File: src/errc_pkg.sv
package errc_pkg;

  // input item opcodes
  typedef enum logic [1:0] {
    OP_START = 2'd0,
    OP_BYTE  = 2'd1,
    OP_TICK  = 2'd2
  } op_t;

  // result kinds
  typedef enum logic [1:0] {
    KIND_TX      = 2'd0,
    KIND_GOOD    = 2'd1,
    KIND_CRC     = 2'd2,
    KIND_TIMEOUT = 2'd3
  } kind_t;

  typedef enum logic {
    PHASE_IDLE = 1'b0,
    PHASE_WAIT = 1'b1
  } phase_t;

  // configuration register indexes
  localparam logic [1:0] REG_DEVICE_ADDRESS = 2'd0;
  localparam logic [1:0] REG_READ_COMMAND   = 2'd1;
  localparam logic [1:0] REG_TIMEOUT_TICKS  = 2'd2;

  localparam logic [7:0] DEVICE_ADDRESS_RESET = 8'd128;
  localparam logic [7:0] READ_COMMAND_RESET   = 8'd16;
  localparam logic [7:0] TIMEOUT_TICKS_RESET  = 8'd4;

  localparam logic [15:0] CRC_POLY = 16'h1021;
  localparam int VALUE_BYTES = 4;

  // result queue
  localparam int OUT_DEPTH = 4;
  localparam int OUT_AW    = $clog2(OUT_DEPTH);

  typedef struct packed {
    kind_t       kind;
    logic [7:0]  tx;
    logic [31:0] value;
    logic        last;
  } result_t;

  // CRC-16, MSB first, one byte per call
  function automatic logic [15:0] crc16_byte(input logic [15:0] crc_in,
                                             input logic [7:0]  b);
    logic [15:0] c;
    c = crc_in ^ {b, 8'h00};
    for (int i = 0; i < 8; i++) begin
      if (c[15]) begin
        c = {c[14:0], 1'b0} ^ CRC_POLY;
      end else begin
        c = {c[14:0], 1'b0};
      end
    end
    return c;
  endfunction

  // CRC after the reset address byte alone
  localparam logic [15:0] ADDR_CRC_RESET = crc16_byte(16'h0000, DEVICE_ADDRESS_RESET);

endpackage

File: src/encoder_read_response_checker_unit.sv
// Encoder read response checker: request bytes out, reply bytes in, CRC-16 check.
// An accepted item is held in the input register until the result queue has room;
// it then writes its results into the result queue register, which drives out_valid.
// Throughput: one byte or tick transaction per cycle while the result queue has room;
// a start transaction yields two results, so the single-result output port limits starts.
// Reset (rst, synchronous): idle, queue empty, registers at 128 / 16 / 4.
module encoder_read_response_checker_unit #(
  parameter int REPLY_BYTES = 7
) (
  input  logic        clk,
  input  logic        rst,
  // configuration write port
  input  logic        cfg_we,
  input  logic [1:0]  cfg_index,
  input  logic [7:0]  cfg_data,
  // input transactions
  input  logic        in_valid,
  output logic        in_ready,
  input  logic [1:0]  opcode,
  input  logic [7:0]  rx_byte,
  // result transactions
  output logic        out_valid,
  input  logic        out_ready,
  output logic [1:0]  kind,
  output logic [7:0]  tx_byte,
  output logic signed [31:0] count_value,
  output logic        last
);

  // bytes_seen counts 0..REPLY_BYTES-1; comparisons use one extra bit
  localparam int CW = $clog2(REPLY_BYTES);
  localparam int SW = CW + 1;
  localparam logic [SW-1:0] DATA_LIMIT  = SW'(REPLY_BYTES - 2);
  localparam logic [SW-1:0] REPLY_LIMIT = SW'(REPLY_BYTES);
  localparam logic [SW-1:0] VALUE_LIMIT = SW'(errc_pkg::VALUE_BYTES);
  localparam int CNTW = errc_pkg::OUT_AW + 1;
  localparam logic [CNTW-1:0] ROOM_LIMIT = CNTW'(errc_pkg::OUT_DEPTH - 2);

  // ---------------------------------------------------------------------------
  // Configuration registers. The address is kept alongside its CRC so that a
  // start only needs one more byte step (the command) through the CRC logic.
  // ---------------------------------------------------------------------------
  logic [7:0]  device_address;
  logic [7:0]  read_command;
  logic [7:0]  timeout_ticks;
  logic [15:0] addr_crc;

  always_ff @(posedge clk) begin
    if (rst) begin
      device_address <= errc_pkg::DEVICE_ADDRESS_RESET;
      read_command   <= errc_pkg::READ_COMMAND_RESET;
      timeout_ticks  <= errc_pkg::TIMEOUT_TICKS_RESET;
      addr_crc       <= errc_pkg::ADDR_CRC_RESET;
    end else if (cfg_we) begin
      case (cfg_index)
        errc_pkg::REG_DEVICE_ADDRESS: begin
          device_address <= cfg_data;
          addr_crc       <= errc_pkg::crc16_byte(16'h0000, cfg_data);
        end
        errc_pkg::REG_READ_COMMAND:  read_command  <= cfg_data;
        errc_pkg::REG_TIMEOUT_TICKS: timeout_ticks <= cfg_data;
        default: ;  // index beyond the register list is ignored
      endcase
    end
  end

  // ---------------------------------------------------------------------------
  // Input register. An item waits here until the result queue has room for
  // the two results a start can produce.
  // ---------------------------------------------------------------------------
  logic       item_valid;
  logic [1:0] item_op;
  logic [7:0] item_byte;
  logic       fire;

  assign in_ready = !item_valid || fire;

  always_ff @(posedge clk) begin
    if (rst) begin
      item_valid <= 1'b0;
    end else if (in_valid && in_ready) begin
      item_valid <= 1'b1;
    end else if (fire) begin
      item_valid <= 1'b0;
    end
  end

  always_ff @(posedge clk) begin
    if (in_valid && in_ready) begin
      item_op   <= opcode;
      item_byte <= rx_byte;
    end
  end

  // ---------------------------------------------------------------------------
  // Transaction state
  // ---------------------------------------------------------------------------
  errc_pkg::phase_t phase, phase_next;
  logic [CW-1:0] bytes_seen, bytes_seen_next;
  logic [15:0]   running_crc, running_crc_next;
  logic [15:0]   received_crc, received_crc_next;
  logic [31:0]   value_shift, value_shift_next;
  logic [7:0]    elapsed_ticks, elapsed_ticks_next;

  // per-item terms
  logic [15:0]   crc_upd;
  logic [15:0]   start_crc;
  logic [SW-1:0] seen_ext, seen_inc;
  logic          is_data, is_value, is_done, crc_ok;
  logic [8:0]    tick_inc;
  logic          is_timeout;

  assign crc_upd    = errc_pkg::crc16_byte(running_crc, item_byte);
  assign start_crc  = errc_pkg::crc16_byte(addr_crc, read_command);
  assign seen_ext   = {1'b0, bytes_seen};
  assign seen_inc   = seen_ext + SW'(1);
  assign is_data    = seen_ext < DATA_LIMIT;
  assign is_value   = seen_ext < VALUE_LIMIT;
  assign is_done    = seen_inc >= REPLY_LIMIT;
  // the final reply byte is always the low CRC byte
  assign crc_ok     = {received_crc[7:0], item_byte} == running_crc;
  assign tick_inc   = {1'b0, elapsed_ticks} + 9'd1;
  assign is_timeout = tick_inc > {1'b0, timeout_ticks};

  // next state
  always_comb begin
    phase_next         = phase;
    bytes_seen_next    = bytes_seen;
    running_crc_next   = running_crc;
    received_crc_next  = received_crc;
    value_shift_next   = value_shift;
    elapsed_ticks_next = elapsed_ticks;
    if (fire) begin
      case (item_op)
        errc_pkg::OP_START: begin
          // a start while waiting drops the partial reply
          phase_next         = errc_pkg::PHASE_WAIT;
          bytes_seen_next    = '0;
          running_crc_next   = start_crc;
          received_crc_next  = '0;
          value_shift_next   = '0;
          elapsed_ticks_next = '0;
        end
        errc_pkg::OP_BYTE: begin
          if (phase == errc_pkg::PHASE_WAIT) begin
            if (is_data) begin
              running_crc_next = crc_upd;
              if (is_value) begin
                value_shift_next = {value_shift[23:0], item_byte};
              end
            end else begin
              received_crc_next = {received_crc[7:0], item_byte};
            end
            if (is_done) begin
              phase_next      = errc_pkg::PHASE_IDLE;
              bytes_seen_next = '0;
            end else begin
              bytes_seen_next = seen_inc[CW-1:0];
            end
          end
        end
        errc_pkg::OP_TICK: begin
          if (phase == errc_pkg::PHASE_WAIT) begin
            if (is_timeout) begin
              phase_next         = errc_pkg::PHASE_IDLE;
              bytes_seen_next    = '0;
              elapsed_ticks_next = tick_inc[8] ? 8'hFF : tick_inc[7:0];
            end else begin
              elapsed_ticks_next = tick_inc[7:0];
            end
          end
        end
        default: ;  // unused opcode: no effect
      endcase
    end
  end

  always_ff @(posedge clk) begin
    if (rst) begin
      phase         <= errc_pkg::PHASE_IDLE;
      bytes_seen    <= '0;
      running_crc   <= '0;
      received_crc  <= '0;
      value_shift   <= '0;
      elapsed_ticks <= '0;
    end else begin
      phase         <= phase_next;
      bytes_seen    <= bytes_seen_next;
      running_crc   <= running_crc_next;
      received_crc  <= received_crc_next;
      value_shift   <= value_shift_next;
      elapsed_ticks <= elapsed_ticks_next;
    end
  end

  // results produced by the item in the input register
  logic [1:0]        n_res;
  errc_pkg::result_t res0, res1;

  always_comb begin
    n_res = 2'd0;
    res0  = '0;
    res1  = '0;
    case (item_op)
      errc_pkg::OP_START: begin
        n_res      = 2'd2;
        res0.kind  = errc_pkg::KIND_TX;
        res0.tx    = device_address;
        res1.kind  = errc_pkg::KIND_TX;
        res1.tx    = read_command;
        res1.last  = 1'b1;
      end
      errc_pkg::OP_BYTE: begin
        if (phase == errc_pkg::PHASE_WAIT && is_done) begin
          n_res     = 2'd1;
          res0.last = 1'b1;
          if (crc_ok) begin
            res0.kind  = errc_pkg::KIND_GOOD;
            res0.value = value_shift;
          end else begin
            res0.kind = errc_pkg::KIND_CRC;
          end
        end
      end
      errc_pkg::OP_TICK: begin
        if (phase == errc_pkg::PHASE_WAIT && is_timeout) begin
          n_res     = 2'd1;
          res0.kind = errc_pkg::KIND_TIMEOUT;
          res0.last = 1'b1;
        end
      end
      default: ;
    endcase
  end

  // ---------------------------------------------------------------------------
  // Result queue: small register FIFO, up to two pushes and one pop per cycle.
  // ---------------------------------------------------------------------------
  errc_pkg::result_t queue [errc_pkg::OUT_DEPTH];
  logic [errc_pkg::OUT_AW-1:0] wr_ptr, rd_ptr;
  logic [CNTW-1:0]             q_count, q_after_pop;
  logic                        pop;
  logic [errc_pkg::OUT_AW-1:0] wr_ptr_1;
  logic [1:0]                  n_push;

  assign pop         = out_valid && out_ready;
  assign q_after_pop = q_count - CNTW'(pop);
  assign fire        = item_valid && (q_after_pop <= ROOM_LIMIT);
  assign n_push      = fire ? n_res : 2'd0;
  assign wr_ptr_1    = wr_ptr + errc_pkg::OUT_AW'(1);

  always_ff @(posedge clk) begin
    if (n_push != 2'd0) begin
      queue[wr_ptr] <= res0;
    end
    if (n_push == 2'd2) begin
      queue[wr_ptr_1] <= res1;
    end
  end

  always_ff @(posedge clk) begin
    if (rst) begin
      wr_ptr  <= '0;
      rd_ptr  <= '0;
      q_count <= '0;
    end else begin
      wr_ptr  <= wr_ptr + errc_pkg::OUT_AW'(n_push);
      rd_ptr  <= rd_ptr + errc_pkg::OUT_AW'(pop);
      q_count <= q_after_pop + CNTW'(n_push);
    end
  end

  assign out_valid   = q_count != '0;
  assign kind        = queue[rd_ptr].kind;
  assign tx_byte     = queue[rd_ptr].tx;
  assign count_value = queue[rd_ptr].value;
  assign last        = queue[rd_ptr].last;

endmodule

File: config.mk
export PLATFORM = sky130hd
export DESIGN_NAME = encoder_read_response_checker_unit
export DESIGN_NICKNAME = d
export VERILOG_FILES = /design/src/errc_pkg.sv /design/src/encoder_read_response_checker_unit.sv
export SDC_FILE = /design/constraint.sdc
export NUM_CORES = 1
export LEC_CHECK = 0
export BUFFER_PORTS_ARGS = -buffer_cell sky130_fd_sc_hd__buf_2
export CAP_MARGIN = 15
export CORE_ASPECT_RATIO = 1.5
export CORE_UTILIZATION = 25
export CTS_CLUSTER_DIAMETER = 80
export DETAILED_ROUTE_END_ITERATION = 8
export GPL_ROUTABILITY_DRIVEN = 0
export PLACE_DENSITY = 0.4
export SETUP_SLACK_MARGIN = 0.3
export SYNTH_ARGS = -nofsm -noshare
export SYNTH_HDL_FRONTEND = slang
export SYNTH_SLANG_ARGS = --single-unit
export TNS_END_PERCENT = 1
File: constraint.sdc
create_clock -name clk -period 4.3 [get_ports clk]
set_clock_uncertainty 0.15 [all_clocks]
set_input_delay 0.86 -clock clk [delete_from_list [all_inputs] [get_ports clk]]
set_output_delay 0.86 -clock clk [all_outputs]
set_load 0.005 [all_outputs]
Yosys cells after proc, flatten, opt, wreduce, memory -nomap -nowiden --
Memory sizes are Yosys's and may differ from the RTL's. A register that Yosys moved wholly into a read port is not among the register bits. Index checks and enable logic that the tools add are counted.
Word-level totals: memories kept 1, word-level logic and storage cells 183, bits in writable memories 172, bits in registers 126
Memories:
- queue | depth 4, bits a word 43, rd ports 1, clocked after memory_dff 1, wr ports 2, RTL line encoder_read_response_checker_unit.sv:239 | errc_pkg::result_t queue [errc_pkg::OUT_DEPTH];
Operators by class: reduce and logical (&&, ||, !) cells 24, $lt $le $gt $ge 5, mux-type cells 92, eq/ne operators 12, add/sub/neg operators 7, bitwise logic cells 26
Operator list (count):
- 16-bit 2-to-1 mux | 23
- 13-bit 2-to-1 mux | 24
- 32-bit 2-to-1 mux | 5
- 3-bit NOT | 24
- 32-bit one-hot mux with 2 select lines | 1
- 8-bit 2-to-1 mux | 7
- 33-bit 2-to-1 mux | 1
- 16-bit one-hot mux with 2 select lines | 1
- 8-bit one-hot mux with 2 select lines | 2
- 16-bit bitwise XOR | 2
- 16-bit equality test | 1
- 1-bit 2-to-1 mux | 14
- 3-bit 2-to-1 mux | 4
- 2-bit != test, second input constant | 6
- 2-bit 2-to-1 mux | 5
- 5-bit AND reduction | 2
- 8-bit by 1-bit adder with 9-bit output, second input constant | 1
- 9-bit by 8-bit greater-than comparator with 1-bit output | 1
- 3-bit one-hot mux with 3 select lines | 1
- 2-bit AND reduction | 4
- 4-bit AND reduction | 2
- 2-bit nonzero test | 4
- 2-bit equality test, second input constant | 3
- 3-bit < comparator, second input constant | 2
- 19 further kinds | 26

Logic depth before layout (Yosys ltp) --
depth after elaboration 37, depth in mapped cells 14, mapped depth without buffers 14

Worst setup path after synthesis --
Ideal clock, no wire load.
path kind input-to-reg, start point input port out_ready, end point memory queue[2][0] (netlist bit), enable pin, slack 834 ps, library setup time 341 ps, arrival 2976 ps, stages on the path 11, data required time 3809 ps, path buffers 2, cells stage by stage and2_1 -> ha_1 -> ha_1 -> xor2_1 -> nor3_2 -> o211ai_1 -> o21ai_4 -> buf_6 -> and2_4 -> buf_6 -> nand2b_1
RTL lines:
- start: declaration | RTL line encoder_read_response_checker_unit.sv:23 | input logic out_ready,
- end: declaration | RTL line encoder_read_response_checker_unit.sv:239

Final worst setup path --
start point register elapsed_ticks[0], end point register q_count[2]
Between the ends: longest elaborated chain between the ends 7
Ends and longest elaborated chain:
- start: declaration | RTL line encoder_read_response_checker_unit.sv:103 | logic [7:0] elapsed_ticks, elapsed_ticks_next;
- start signal: assignment | RTL line encoder_read_response_checker_unit.sv:192 | elapsed_ticks <= elapsed_ticks_next;
- 8-bit by 1-bit adder with 9-bit output | RTL line encoder_read_response_checker_unit.sv:122 | assign tick_inc = {1'b0, elapsed_ticks} + 9'd1;
- 9-bit by 8-bit greater-than comparator with 1-bit output | RTL line encoder_read_response_checker_unit.sv:123 | assign is_timeout = tick_inc > {1'b0, timeout_ticks};
- 1-bit logical AND | RTL line encoder_read_response_checker_unit.sv:226 | if (phase == errc_pkg::PHASE_WAIT && is_timeout) begin
- 1-bit 2-to-1 mux | RTL line encoder_read_response_checker_unit.sv:226
- 2-bit one-hot mux with 3 select lines | RTL line encoder_read_response_checker_unit.sv:204 | case (item_op)
- 2-bit 2-to-1 mux | RTL line encoder_read_response_checker_unit.sv:249 | assign n_push = fire ? n_res : 2'd0;
- 3-bit by 2-bit adder with 3-bit output | RTL line encoder_read_response_checker_unit.sv:269 | q_count <= q_after_pop + CNTW'(n_push);
- end signal: assignment | RTL line encoder_read_response_checker_unit.sv:269
- end: declaration | RTL line encoder_read_response_checker_unit.sv:241 | logic [CNTW-1:0] q_count, q_after_pop;
No other way between the ends. A chain may end at the register's enable or synchronous reset.

==> flow_metrics.tcl <==
set metrics [dict create \
    worstReg2RegStart "elapsed_ticks[0]$_SDFFE_PP0P_" \
    synth.avg_cell_area_um2 9.98 \
    cellPowerDensity_mw_per_mm2 451 \
    setup.worst_path.start "elapsed_ticks[0]$_SDFFE_PP0P_" \
    nets 1424 \
    avgViaCountPerCell 5.01 \
    worst_slack_ns 0.474 \
    relSlewSlack_pct 34.3 \
    grt_max_degree 68 \
    max_clock_freq_mhz 261 \
    r2r_setup_slack_ns 0.47 \
    drt_iter0_markers 542 \
    die_area_mm2 0.0549 \
    post-place-ws_ns 0.408 \
    dieWidth_um 192 \
    vias 10400 \
    min_period_over_period_pct 89.0 \
    grt_usage_pct 15.8 \
    worstSetupPathType "flip-flop to flip-flop" \
    fin_util_pct 29.4 \
    final_common_cell "dfxtp_1" \
    synth_flop_cell "dfxtp_1" \
    die_h_um 287 \
    ys_seq_elements 290 \
    start_util_pct 25.5 \
    rsz0062_at_grt "true" \
    fillers 5559 \
    synth_nets 1398 \
    core.rowCount 103 \
    p_leak_nw 5.54 \
    wire_per_inst_um 20.8 \
    dr.pass1.iters 5 \
    final.setup.tns_ns 0 \
    grt_overflow_total 0 \
    status "finished clean" \
    vdd_drop_max_mv 0.305 \
    hold_viol_final 0 \
    layout-drive-gt1-share_pct 16.5 \
    synthCells 1352 \
    hp-class "flip-flop to flip-flop" \
    hold_depth 2 \
    slew_violations 0 \
    area_growth_pct 15.4 \
    r2r_end "q_count[2]$_SDFF_PP0_" \
    grt_first_pass_wirelength_um 66200 \
    endpoint "q_count[2]$_SDFF_PP0_" \
    final_cell_mix "dfxtp_1 (242), nand2_1 (154), a21oi_1 (145)" \
    core_mm2 0.0530 \
    io_buffers 69 \
    cp.arrival_ns 4.06 \
    clock-sinks 290 \
    crit_fanout 6 \
    clkLatencyLatePin_ns 0.54 \
    yosys_warnings 0 \
    ant_nets 0 \
    clockBufferDepth 3 \
    diodes 0 \
    yosysSeqAreaShare_pct 46.4 \
    post-route-min-period_ns 3.83 \
    htreeDepth 2 \
    ys_types 72 \
    worst_pin_slew_ns 0.982 \
    antenna_found_initial 0 \
    startpoint_type "flip-flop" \
    worstPathRequired_ns 4.53 \
    cap_viol_max_count 0 \
    ios 70 \
    cts_root_buf "clkbuf_16" \
    syn_area_mm2 0.0135 \
    endpoint_kind "flip-flop" \
    cts_tree "done" \
    async_flop_share_pct 0 \
    place_hpwl_um 27500 \
    drc 0 \
    grt_pass1_vias 10600 \
    ff2ff_path_depth 14 \
    hold_slack_ns 0.303 \
    path_clk_slew_ns 0.06 \
    synth_edf_count 46 \
    postCtsHoldBufs 0 \
    setup_viol 0 \
    routed_wl_um 43500 \
    p_total_w 0.00702 \
    cts_buffers 35 \
]
==> worst min path at each step <==
stage / from / end
6_report: queue[2][15]$_SDFFE_PP0P_ / queue[2][15]$_SDFFE_PP0P_
5_1_grt: queue[2][27]$_SDFFE_PP0P_ / queue[2][27]$_SDFFE_PP0P_
4_1_cts: queue[3][22]$_SDFFE_PP0N_ / queue[3][22]$_SDFFE_PP0N_
3_5_place_dp: queue[3][10]$_SDFFE_PP0N_ / queue[3][10]$_SDFFE_PP0N_
3_3_place_gp: queue[3][5]$_SDFFE_PP0N_ / queue[3][5]$_SDFFE_PP0N_
2_1_floorplan: queue[1][41]$_SDFFE_PP0P_ / queue[1][41]$_SDFFE_PP0P_
==> critical path, cell delays in order, from the launching register on <==
cell and delay, ns:
dfxtp_1 0.41, ha_1 0.27, nand3_2 0.17, nor2_1 0.28, xor2_1 0.11, ha_1 0.32, and3_1 0.24, a21boi_1 0.34
a31oi_4 0.20, a31oi_4 0.33, ha_1 0.19, inv_1 0.05, fa_1 0.38, xnor2_1 0.18, nor2_1 0.05
==> synthesized netlist by cell type (4+ instances only) <==
cell type / count / area (um2)
dfxtp_1: 244 / 4880
nand2_1: 154 / 578
a21oi_1: 145 / 726
nand3_1: 114 / 571
a32o_1: 72 / 721
nor2_1: 68 / 255
clkbuf_1: 54 / 203
xnor2_1: 48 / 420
edfxtp_1: 46 / 1380
mux4_2: 43 / 968
xor2_1: 35 / 307
buf_2: 30 / 150
nor2b_1: 30 / 188
a32oi_1: 24 / 210
o21ai_0: 24 / 120
inv_1: 23 / 86.3
ha_1: 20 / 250
nor3_1: 15 / 75.1
mux2i_1: 14 / 140
buf_6: 13 / 146
nand2b_1: 13 / 81.3
o211ai_1: 13 / 97.6
and3_1: 11 / 68.8
a211oi_1: 9 / 67.6
and2_1: 8 / 50.1
buf_1: 7 / 26.3
buf_4: 6 / 45.0
o2bb2ai_1: 6 / 52.6
nor4_1: 4 / 25.0
==> final cells by class <==
class | instances | area [um2] | area share, %
Timing Repair Buffer | 99 | 664 | 4.27
Tap cell | 682 | 853 | 5.48
Multi-Input combinational cell | 926 | 6590 | 42.3
Inverter | 26 | 97.6 | 0.627
Clock inverter | 16 | 129 | 0.828
Sequential cell | 290 | 6270 | 40.3
Clock buffer | 47 | 971 | 6.24
==> logic make-up after synthesis <==
| logic type | Yosys count | share of synthesized area [%] |
|---|---|---|
| flops | 290 | 46.4 |
| buf+inv | 136 | 4.95 |
| fa+ha+maj | 21 | 2.00 |
| xor+xnor | 83 | 5.39 |
| simple gates | 438 | 15.3 |
| mux | 57 | 8.22 |
| compound gates | 327 | 17.7 |
==> where the power goes <==
part | total, W | switching, W | internal (W)
clock network | 0.00290 | 0.00124 | 0.00166
registers | 0.00300 | 0.000148 | 0.00285
logic | 0.00112 | 0.000692 | 0.000428
total | 0.00702 | 0.00208 | 0.00494
==> metrics by stage <==
step,area (um2),cells
2_1_floorplan,13500,1352
4_1_cts,15600,2086
5_1_grt,15600,2086
6_report,15600,2086
3_5_place_dp,14500,2023
3_3_place_gp,14500,2023
==> routing by layer <==
metal / up-vias / global-route usage [%] / routed length (um)
li1: 4993 / - / -
met1: 5191 / 18.1 / 17500
met2: 202 / 30.1 / 23500
met3: 59 / 2.05 / 1500
met4: 0 / 4.60 / 905
met5: - / 0 / 0
==> repair_timing <==
item                                    CTS  global route
resized for setup                         0             1
endpoints found under the setup margin    0            26
buffers inserted                          0             0
==> registers in the layout (all words and copies together), names as in the netlist, 8 cells and up <==
signal,count
device_address,8
value_shift,32
read_command,8
timeout_ticks,8
addr_crc,8
running_crc,16
queue,172
elapsed_ticks,8
received_crc,8
item_byte,8
(Power assumes the default switching activity.)
